## src/rtl/dvrsp_pkg.sv

```systemverilog
// Types and constants shared by the DVMRP report stream parser and its checker.
// Depends on nothing; every other file refers to it by scoped names.
package dvrsp_pkg;

  typedef enum logic [1:0] {
    PH_HEADER = 2'd0,
    PH_ENTRY  = 2'd1,
    PH_NBR    = 2'd2,
    PH_SKIP   = 2'd3
  } phase_t;

  typedef enum logic [1:0] {
    KIND_HEADER  = 2'd0,
    KIND_IFACE   = 2'd1,
    KIND_NBR     = 2'd2,
    KIND_VERDICT = 2'd3
  } kind_t;

  localparam logic [2:0] ST_OK        = 3'd0;
  localparam logic [2:0] ST_HDR_ONLY  = 3'd1;
  localparam logic [2:0] ST_SHORT     = 3'd2;
  localparam logic [2:0] ST_NOT_MULT4 = 3'd3;
  localparam logic [2:0] ST_BAD_TYPE  = 3'd4;
  localparam logic [2:0] ST_ZERO_CNT  = 3'd5;
  localparam logic [2:0] ST_TRUNC     = 3'd6;

  // IGMP type 0x13, code 0x06
  localparam logic [15:0] TYPE_CODE = 16'h1306;

  // header byte positions and packet length limits
  localparam int POS_TYPE  = 0;
  localparam int POS_CODE  = 1;
  localparam int POS_CAPS  = 5;
  localparam int POS_MINOR = 6;
  localparam int POS_MAJOR = 7;
  localparam int HDR_LEN   = 8;
  localparam int IFACE_MIN = 20;

  localparam int FIFO_DEPTH = 4;
  localparam int PTR_W      = $clog2(FIFO_DEPTH);

  // result payload, last field (addr) in the lowest bits, padded to 96 bits
  typedef struct packed {
    logic [4:0]  pad;
    logic [2:0]  status;
    logic [7:0]  major_ver;
    logic [7:0]  minor_ver;
    logic [7:0]  caps;
    logic [7:0]  nbr_count;
    logic [7:0]  if_flags;
    logic [7:0]  threshold;
    logic [7:0]  metric;
    logic [31:0] addr;
  } rec_data_t;

  typedef struct packed {
    kind_t     kind;
    logic      last;
    rec_data_t data;
  } rec_t;

endpackage

```

## src/rtl/dvmrp_report_stream_parser_unit.sv

```systemverilog
// DVMRP Neighbors2 report parser: byte stream in, header/interface/neighbor/verdict records out.
// Depends on dvrsp_pkg for the phase and kind enums, status codes and record types.
//
// A record is written to the result queue as the byte that completes it is taken; out_* shows the head.
// Throughput: one byte per cycle; a byte that closes both a record and the packet yields
// two beats, which a 4-entry result queue drains one per cycle while out_tready is high
// (in_tready drops when fewer than two entries are free).
// Reset: rst_n low at a clock edge clears the parse state and empties the queue.
module dvmrp_report_stream_parser_unit #(
  parameter int LEN_BITS = 16
) (
  input  logic        clk,
  input  logic        rst_n,
  input  logic        in_tvalid,
  output logic        in_tready,
  input  logic [7:0]  in_tdata,   // [7:0] data_byte
  input  logic        in_tlast,   // end_of_packet
  output logic        out_tvalid,
  input  logic        out_tready,
  output logic [95:0] out_tdata,  // [31:0] addr, [39:32] metric, [47:40] threshold,
                                  // [55:48] if_flags, [63:56] nbr_count, [71:64] caps,
                                  // [79:72] minor_ver, [87:80] major_ver, [90:88] status,
                                  // [95:91] zero
  output logic [1:0]  out_tuser,  // [1:0] rec_kind
  output logic        out_tlast   // last
);

  localparam logic [LEN_BITS-1:0] POS_MAX = {LEN_BITS{1'b1}};
  localparam int PW = dvrsp_pkg::PTR_W;

  // packet parse state
  logic [LEN_BITS-1:0] pos_r, pos_nxt;
  dvrsp_pkg::phase_t   phase_r, phase_nxt;
  logic [2:0]          fbi_r, fbi_nxt;
  logic [7:0]          nl_r, nl_nxt;
  logic [31:0]         as_r, as_nxt;
  logic [31:0]         ef_r, ef_nxt;
  logic [15:0]         htc_r, htc_nxt;
  logic [2:0]          err_r, err_nxt;

  // result queue
  dvrsp_pkg::rec_t mem_r [dvrsp_pkg::FIFO_DEPTH];
  logic [PW-1:0]   wr_ptr_r, rd_ptr_r;
  logic [PW:0]     cnt_r;

  logic            in_acc, pop;
  logic            has_rec, has_vd;
  dvrsp_pkg::rec_t rec, vd, slot0, slot1;
  logic            push0, push1;
  logic [2:0]      st;
  logic            trunc;

  assign in_acc    = in_tvalid && in_tready;
  assign in_tready = cnt_r <= (PW+1)'(dvrsp_pkg::FIFO_DEPTH - 2);
  assign out_tvalid = cnt_r != '0;
  assign pop       = out_tvalid && out_tready;

  // one pass over the accepted byte: update state, build at most one record and a verdict
  always_comb begin
    pos_nxt   = pos_r;
    phase_nxt = phase_r;
    fbi_nxt   = fbi_r;
    nl_nxt    = nl_r;
    as_nxt    = as_r;
    ef_nxt    = ef_r;
    htc_nxt   = htc_r;
    err_nxt   = err_r;
    has_rec   = 1'b0;
    has_vd    = 1'b0;
    rec       = '0;
    vd        = '0;
    st        = dvrsp_pkg::ST_OK;
    trunc     = 1'b0;

    if (in_acc) begin
      unique case (phase_r)
        dvrsp_pkg::PH_HEADER: begin
          if (pos_r == LEN_BITS'(dvrsp_pkg::POS_TYPE)) begin
            htc_nxt = {in_tdata, 8'h00};
          end else if (pos_r == LEN_BITS'(dvrsp_pkg::POS_CODE)) begin
            htc_nxt = {htc_r[15:8], in_tdata};
          end else if (pos_r == LEN_BITS'(dvrsp_pkg::POS_CAPS)) begin
            ef_nxt = {24'h0, in_tdata};
          end else if (pos_r == LEN_BITS'(dvrsp_pkg::POS_MINOR)) begin
            ef_nxt = {16'h0, ef_r[7:0], in_tdata};
          end else if (pos_r == LEN_BITS'(dvrsp_pkg::POS_MAJOR)) begin
            has_rec = 1'b1;
            rec.kind = dvrsp_pkg::KIND_HEADER;
            rec.data.caps = ef_r[15:8];
            rec.data.minor_ver = ef_r[7:0];
            rec.data.major_ver = in_tdata;
            ef_nxt  = '0;
            fbi_nxt = '0;
            phase_nxt = (htc_r == dvrsp_pkg::TYPE_CODE) ? dvrsp_pkg::PH_ENTRY
                                                        : dvrsp_pkg::PH_SKIP;
          end
        end
        dvrsp_pkg::PH_ENTRY: begin
          // address bytes first, then metric, threshold, flags, count
          if (!fbi_r[2]) as_nxt = {as_r[23:0], in_tdata};
          else           ef_nxt = {ef_r[23:0], in_tdata};
          if (fbi_r == 3'd7 && !in_tlast) begin
            has_rec = 1'b1;
            rec.kind = dvrsp_pkg::KIND_IFACE;
            rec.data.addr      = as_nxt;
            rec.data.metric    = ef_nxt[31:24];
            rec.data.threshold = ef_nxt[23:16];
            rec.data.if_flags  = ef_nxt[15:8];
            rec.data.nbr_count = ef_nxt[7:0];
            fbi_nxt = '0;
            if (ef_nxt[7:0] == 8'h00) begin
              err_nxt   = dvrsp_pkg::ST_ZERO_CNT;
              phase_nxt = dvrsp_pkg::PH_SKIP;
            end else begin
              nl_nxt    = ef_nxt[7:0];
              phase_nxt = dvrsp_pkg::PH_NBR;
            end
          end else begin
            fbi_nxt = fbi_r + 3'd1;
          end
        end
        dvrsp_pkg::PH_NBR: begin
          as_nxt = {as_r[23:0], in_tdata};
          if (fbi_r >= 3'd3) begin
            has_rec = 1'b1;
            rec.kind = dvrsp_pkg::KIND_NBR;
            rec.data.addr = as_nxt;
            fbi_nxt = '0;
            nl_nxt  = nl_r - 8'd1;
            if (nl_nxt == 8'h00) phase_nxt = dvrsp_pkg::PH_ENTRY;
          end else begin
            fbi_nxt = fbi_r + 3'd1;
          end
        end
        dvrsp_pkg::PH_SKIP: begin
          // drop the rest of the packet
        end
        default: begin
        end
      endcase

      if (in_tlast) begin
        trunc = (phase_r == dvrsp_pkg::PH_ENTRY) || (phase_nxt == dvrsp_pkg::PH_NBR);
        priority if (pos_r < LEN_BITS'(dvrsp_pkg::HDR_LEN - 1)) begin
          st = dvrsp_pkg::ST_SHORT;
        end else if (pos_r == POS_MAX || pos_r[1:0] != 2'b11) begin
          st = dvrsp_pkg::ST_NOT_MULT4;
        end else if (htc_nxt != dvrsp_pkg::TYPE_CODE) begin
          st = dvrsp_pkg::ST_BAD_TYPE;
        end else if (pos_r < LEN_BITS'(dvrsp_pkg::IFACE_MIN - 1)) begin
          st = dvrsp_pkg::ST_HDR_ONLY;
        end else if (err_nxt != 3'd0) begin
          st = err_nxt;
        end else if (trunc) begin
          st = dvrsp_pkg::ST_TRUNC;
        end else begin
          st = dvrsp_pkg::ST_OK;
        end
        has_vd = 1'b1;
        vd.kind = dvrsp_pkg::KIND_VERDICT;
        vd.last = 1'b1;
        vd.data.status = st;
        // return to the start-of-packet state
        pos_nxt   = '0;
        phase_nxt = dvrsp_pkg::PH_HEADER;
        fbi_nxt   = '0;
        nl_nxt    = '0;
        as_nxt    = '0;
        ef_nxt    = '0;
        htc_nxt   = '0;
        err_nxt   = '0;
      end else begin
        pos_nxt = (pos_r < POS_MAX) ? pos_r + LEN_BITS'(1) : POS_MAX;
      end
      rec.last = !has_vd;
    end
  end

  // first queue slot takes the record, or the verdict alone; second only the verdict
  always_comb begin
    slot0 = has_rec ? rec : vd;
    slot1 = vd;
    push0 = has_rec || has_vd;
    push1 = has_rec && has_vd;
  end

  always_ff @(posedge clk) begin
    if (!rst_n) begin
      pos_r   <= '0;
      phase_r <= dvrsp_pkg::PH_HEADER;
      fbi_r   <= '0;
      nl_r    <= '0;
      as_r    <= '0;
      ef_r    <= '0;
      htc_r   <= '0;
      err_r   <= '0;
    end else begin
      pos_r   <= pos_nxt;
      phase_r <= phase_nxt;
      fbi_r   <= fbi_nxt;
      nl_r    <= nl_nxt;
      as_r    <= as_nxt;
      ef_r    <= ef_nxt;
      htc_r   <= htc_nxt;
      err_r   <= err_nxt;
    end
  end

  always_ff @(posedge clk) begin
    if (push0) mem_r[wr_ptr_r] <= slot0;
    if (push1) mem_r[wr_ptr_r + PW'(1)] <= slot1;
  end

  always_ff @(posedge clk) begin
    if (!rst_n) begin
      wr_ptr_r <= '0;
      rd_ptr_r <= '0;
      cnt_r    <= '0;
    end else begin
      wr_ptr_r <= wr_ptr_r + PW'(push0) + PW'(push1);
      if (pop) rd_ptr_r <= rd_ptr_r + PW'(1);
      cnt_r <= cnt_r + (PW+1)'(push0) + (PW+1)'(push1) - (PW+1)'(pop);
    end
  end

  assign out_tdata = mem_r[rd_ptr_r].data;
  assign out_tuser = mem_r[rd_ptr_r].kind;
  assign out_tlast = mem_r[rd_ptr_r].last;

endmodule

```

## config.mk

```make
export PLATFORM = sky130hd
export DESIGN_NAME = dvmrp_report_stream_parser_unit
export DESIGN_NICKNAME = d
export VERILOG_FILES = /design/src/rtl/dvrsp_pkg.sv /design/src/rtl/dvmrp_report_stream_parser_unit.sv
export SDC_FILE = /design/constraint.sdc
export NUM_CORES = 1
export LEC_CHECK = 0
export BUFFER_PORTS_ARGS = -buffer_cell sky130_fd_sc_hd__buf_4
export CAP_MARGIN = 20
export CORE_ASPECT_RATIO = 0.6
export CORE_MARGIN = 3
export CORE_UTILIZATION = 45
export DETAILED_ROUTE_END_ITERATION = 7
export PLACE_DENSITY = 0.61
export SYNTH_ARGS = -nofsm -noshare
export SYNTH_HDL_FRONTEND = slang
export SYNTH_SLANG_ARGS = --single-unit
```

## constraint.sdc

```tcl
create_clock -name clk -period 4.3 [get_ports clk]
set_clock_uncertainty 0.15 [all_clocks]
set_input_delay 0.86 -clock clk [delete_from_list [all_inputs] [get_ports clk]]
set_output_delay 0.86 -clock clk [all_outputs]
set_load 0.02 [all_outputs]
```

==> results.toml, run 1 <==
[routing]
wl_per_cell_um = 24.1
ant_nets = 0
drt_iter0_drc = 1766
drt-total-wl_um = 61600
via_count = 16200
drc_errors = 0
first_pass_iters = 5
routed_via_density = 6.34

[hold_path]
hold_path_class = "register to register"

[sta]
period_needed_ns = 3.70
hold_viol_final = 0
setup_viol = 0
worst_pin_slew_ns = 0.894
fmaxAchievable_mhz = 270
max_slew_margin = 0.404
drv_slew = 0
rsz0062_at_grt = "false"
period_share = 0.861
fin_tns_setup_ns = 0

[synth]
synth_top_area_frac = 0.457
ys_seq_elements = 497
ys_top_cells_by_count = "473 x dfxtp_1, 325 x a22o_1, 158 x nor2_1, 125 x clkbuf_1, 94 x mux4_2"
synth_cell_types = 74
synth-main-ff-cell = "dfxtp_1"
synth_warnings = 0
synth_edf_count = 24
yosys.area.top_type = "dfxtp_1"
synthTopCellsByArea = "dfxtp_1 46%, a22o_1 14%, mux4_2 10%"
ys_seq_area_frac = 0.492
synth_area_um2 = 20700
yosysMostFrequentCell = "dfxtp_1"
syn_inst = 1880
async_reset_ff_frac = 0
syn_avg_cell_area_um2 = 11.0

[clock_network]
clk_pin_slew_ns = 0.06
hold_buffers = 0
cts-root-buf = "clkbuf_16"
cts_tree = "built"
worstSkewPairLatency_ns = 0.57
cts_buffers = 47
cts_buffer_depth = 3
cts_max_level = 2
post_cts_buffers = 0
clkSinkCount = 497
cts_resized = 0

[floorplanning]
die_w_um = 283
floorplan.die.height_um = 172
dieArea_um2 = 48700
core_area_um2 = 45100
start_util = 0.459
num_rows = 60
io_pins = 114

[finish]
multi_input_area_um2 = 9740
final_layout_size_suffix_gt1_frac = 0.189
regArea_um2 = 10200
final_area_um2 = 23600
antenna_cells = 0
fill_cells = 3897
area_growth_pct = 13.8
nets = 1936

[global_route]
grt_pass1_wl_um = 94800
grt_pass1_vias = 15500
grt_max_degree = 79
antenna_found_initial = 0
grt_overflow = 0
track_usage = 0.246

[worst_setup_path]
cp_max_fo = 9
crit_type = "register to register"
crit_arrival_ns = 3.85
timing.critical_path.to_type = "register"
cp.required_ns = 4.45
critPathLaunchType = "register"

[placement]
hpwl_um = 38000
placed_area_um2 = 22100
io_buffers = 108
place.gp.congestion = 0.888

[power_and_ir_drop]
power.density_nw_per_um2 = 444
finalPower_mw = 10.5
max-vdd-ir-drop_mv = 0.287
p_leak_nw = 8.74

[status]
status = "finished clean"

[flow_run]
drv_cap = 0
[final cells by class]
| type | count | area share |
|---|---|---|
| Inverter | 26 | 0.00414 |
| Multi-Input combinational cell | 1173 | 0.413 |
| Sequential cell | 497 | 0.433 |
| Clock buffer | 71 | 0.0585 |
| Timing Repair Buffer | 160 | 0.0531 |
| Clock inverter | 15 | 0.00536 |
| Tap cell | 620 | 0.0329 |
[power by group]
group	leakage (nW)	internal (mW)	switching, mW	total [mW]
Clock	0.742	2.28	1.82	4.11
Combinational	3.94	0.506	1.08	1.59
Sequential	4.05	4.70	0.0610	4.76
[cells in the final DEF (no fill, tap or decap), types with 13 or more instances in the layout]
master / n
a21oi_1: 78
a22o_1: 325
a22oi_1: 51
a31oi_1: 13
a32o_1: 46
and2_1: 17
and3_1: 13
buf_4: 156
clkbuf_1: 14
clkbuf_16: 48
dfxtp_1: 470
edfxtp_1: 24
ha_1: 15
inv_1: 24
mux2i_1: 41
mux4_2: 94
nand2_1: 89
nand3_1: 51
nor2_1: 151
nor3_1: 16
o21ai_0: 24
[worst max-delay path, stage by stage, from the launching register on]
cell      delay, ns
dfxtp_1        0.39
inv_1          0.15
ha_1           0.46
or4b_1         0.50
nor4_2         0.40
o21ai_1        0.26
a221oi_1       0.41
nand4_1        0.17
a21oi_1        0.44
nor2_1         0.11
[layer usage]
metal / up-vias / routed length, um / track usage
met3: 77 / 4970 / 0.0395
met4: 0 / 1160 / 0.0562
met1: 8234 / 29100 / 0.377
met5: - / 0 / 0
met2: 699 / 26400 / 0.364
li1: 7229 / - / -
[cells by family (layout without fill, tap and decap cells)]
| logic type | after synthesis | count (layout) | synth area share |
|---|---|---|---|
| other | 1 | 5 | 0.000181 |
| xor gates and xnor gates | 8 | 8 | 0.00338 |
| adders and majority gates | 18 | 18 | 0.0120 |
| AOI/OAI and AO/OA | 591 | 591 | 0.231 |
| muxes | 136 | 136 | 0.123 |
| and+or+nand+nor | 415 | 415 | 0.0963 |
| buffers and inverters | 214 | 272 | 0.0431 |
| DFF | 497 | 497 | 0.492 |
[metrics by stage]
stage / worst slack [ns] / hold slack, ns / std cells / utilization
final: 0.599 / 0.307 / 2562 / 0.522
after global routing: 0.389 / 0.326 / 2562 / 0.522
after detailed placement: 0.608 / 0.295 / 2476 / 0.489
after floorplan: 0.892 / 0.283 / 1884 / -
after CTS: 0.695 / 0.304 / 2562 / 0.522
after global placement: 0.575 / 0.290 / 2476 / 0.489
[registers in the layout, summed over array words and instances, names as in the netlist, named ones only]
name and count:
mem_r 376, pos_r 16, nl_r 8, fbi_r 3, wr_ptr_r 2, err_r 3, htc_r 16, phase_r 2
rd_ptr_r 2, cnt_r 3, as_r 32, ef_r 32
[path summary, 6_finish.rpt]
check                                               start  slack [ns]  cells past startpoint                        end
worst min register to register  mem_r[2][64]$_SDFFE_PP0P_        0.31                      2  mem_r[2][64]$_SDFFE_PP0P_
worst min-delay path            mem_r[2][64]$_SDFFE_PP0P_        0.31                      2  mem_r[2][64]$_SDFFE_PP0P_
worst max register to register    phase_r[1]$_SDFFE_PN0P_        0.60                      9     mem_r[2][90]$_DFFE_PP_
worst max-delay path              phase_r[1]$_SDFFE_PN0P_        0.60                      9     mem_r[2][90]$_DFFE_PP_
No activity file was read; power rests on OpenSTA's default activity.
==> inputs of run 2 (changes only) <==
--- a/config.mk
+++ b/config.mk
@@ -11,6 +11,7 @@
 export CORE_MARGIN = 3
 export CORE_UTILIZATION = 45
 export DETAILED_ROUTE_END_ITERATION = 7
+export GPL_TIMING_DRIVEN = 0
 export PLACE_DENSITY = 0.61
 export SYNTH_ARGS = -nofsm -noshare
 export SYNTH_HDL_FRONTEND = slang
==> results.toml, run 2 (synthesis results as in run 1) <==
[routing]
wl_per_cell_um = 24.9
drt_iter0_drc = 1989
ant_nets = 0
drt-total-wl_um = 67200
first_pass_iters = 6
routed_via_density = 6.27
drc_errors = 0
via_count = 16900

[floorplanning]
floorplan.die.height_um = 172
io_pins = 114
num_rows = 60
die_w_um = 283
start_util = 0.459
dieArea_um2 = 48700
core_area_um2 = 45100

[sta]
finalWorstSetupSlack_ns = 0.0945
fmaxAchievable_mhz = 238
period_share = 0.978
hold_viol_final = 0
drv_slew = 0
worst_pin_slew_ns = 1.17
period_needed_ns = 4.21
hold_ws_ns = 0.306
setup_viol = 0
max_slew_margin = 0.221
rsz0062_at_grt = "false"
fin_tns_setup_ns = 0

[hold_path]
holdPathStages = 2
hold_path_class = "register to register"

[global_route]
grt_overflow = 0
track_usage = 0.270
grt_max_degree = 16
grt_pass1_wl_um = 102000
antenna_found_initial = 1
grt_pass1_vias = 16200

[worst_setup_path]
critPathBufInv = 6
rr_startpoint = "phase_r[1]$_SDFFE_PN0P_"
crit_start = "phase_r[1]$_SDFFE_PN0P_"
setup.worst_path.end = "mem_r[0][89]$_DFFE_PP_"
crit_type = "register to register"
ff2ff_setup_slack_ns = 0.09
cp.required_ns = 4.42
crit_family = "buffers and inverters"
crit_arrival_ns = 4.33
r2r-end = "mem_r[0][89]$_DFFE_PP_"
cpMostUsedCell = "inv_1"
cp_max_fo = 10
r2r_cells = 13
cpPeakStageDelay_ns = 0.50
cp_cell_sequence = "inv_1 > ha_1 > and3b_1 > clkbuf_1 > a21o_1 > a31o_1 > buf_4 > a21oi_4 > nor3_4 > nor2_2 > buf_2 > clkbuf_4 > inv_1"
path_depth = 13
timing.critical_path.to_type = "register"
critPathLaunchType = "register"
crit_slowest_cell = "dfxtp_1"

[finish]
final_cell_mix = "473 x dfxtp_1, 325 x a22o_1, 155 x nor2_1, 132 x clkbuf_1, 115 x buf_4"
final_area_um2 = 23900
top_register = "mem_r"
antenna_cells = 0
area_growth_pct = 15.5
final_layout_size_suffix_gt1_frac = 0.169
largest_reg_flops = 376
nets = 2070
top_regs = "mem_r x376, as_r x32, ef_r x32"
final_common_cell = "dfxtp_1"

[power_and_ir_drop]
power.density_nw_per_um2 = 445
p_leak_nw = 8.82
max-vdd-ir-drop_mv = 0.289
finalPower_mw = 10.6

[clock_network]
cts_tree = "built"
cts_buffers = 46
worstSkewPairLatency_ns = 0.57
clk_pin_slew_ns = 0.07
cts_max_level = 2
post_cts_buffers = 0
cts_buffer_depth = 3
clkSinkCount = 497
cts-root-buf = "clkbuf_16"
hold_buffers = 0

[flow_run]
drv_cap = 0

[placement]
io_buffers = 106
hpwl_um = 48300
placed_area_um2 = 22300
place_ws_ns = -0.139
place.gp.congestion = 0.962

[status]
status = "finished clean"
## run 2: where the power goes
| part | internal [mW] | total [mW] | switching [mW] |
|---|---|---|---|
| Sequential | 4.69 | 4.73 | 0.0393 |
| Clock | 2.35 | 4.18 | 1.83 |
| Combinational | 0.534 | 1.73 | 1.19 |
| Total | 7.58 | 10.6 | 3.07 |
## run 2: worst min path at each step
stage                                    startpoint                         to  slack [ns]
after floorplan           mem_r[2][64]$_SDFFE_PP0P_  mem_r[2][64]$_SDFFE_PP0P_        0.28
after global placement    mem_r[0][71]$_SDFFE_PP0P_  mem_r[0][71]$_SDFFE_PP0P_        0.29
after detailed placement  mem_r[0][67]$_SDFFE_PP0P_  mem_r[0][67]$_SDFFE_PP0P_        0.30
after CTS                 mem_r[0][67]$_SDFFE_PP0P_  mem_r[0][67]$_SDFFE_PP0P_        0.31
after global routing      mem_r[2][75]$_SDFFE_PP0P_  mem_r[2][75]$_SDFFE_PP0P_        0.32
final                     mem_r[0][67]$_SDFFE_PP0P_  mem_r[0][67]$_SDFFE_PP0P_        0.31
## run 2: layer usage
layer,share of wire,up-vias,track usage,wire [um]
met2,0.41,797,0.390,27900
met1,0.47,8523,0.405,31300
met5,0,-,0,0
met3,0.10,67,0.0734,7030
met4,0.015,0,0.0505,999
li1,-,7519,-,-
## run 2: cell type report
class / count / area [um2]
clock buffers: 67 / 1380
well taps: 620 / 776
flip-flops and latches: 497 / 10200
repair buffers: 108 / 818
plain buffers: 187 / 851
inverters: 26 / 97.6
multi-input cells: 1173 / 9670
fillers: 3969 / 21200
clock inverters: 18 / 146
## run 2: timing repair
item,4_1_cts,5_1_grt
gates cloned,0,0
resized for setup,16,9
endpoints found under the setup margin,68,21
## run 2: worst reg2reg max path, cell delays in order, from the launching register on
cell and delay (ns):
dfxtp_1 0.50, inv_1 0.18, ha_1 0.24, and3b_1 0.16, clkbuf_1 0.19, a21o_1 0.23, a31o_1 0.20, buf_4 0.17
a21oi_4 0.39, nor3_4 0.15, nor2_2 0.32, buf_2 0.44, clkbuf_4 0.37, inv_1 0.21
## run 2: metrics by stage
stage	cells	util
floorplan	1884	-
global placement	2610	0.494
detailed placement	2610	0.494
CTS	2695	0.529
global route	2696	0.530
finish	2696	0.530
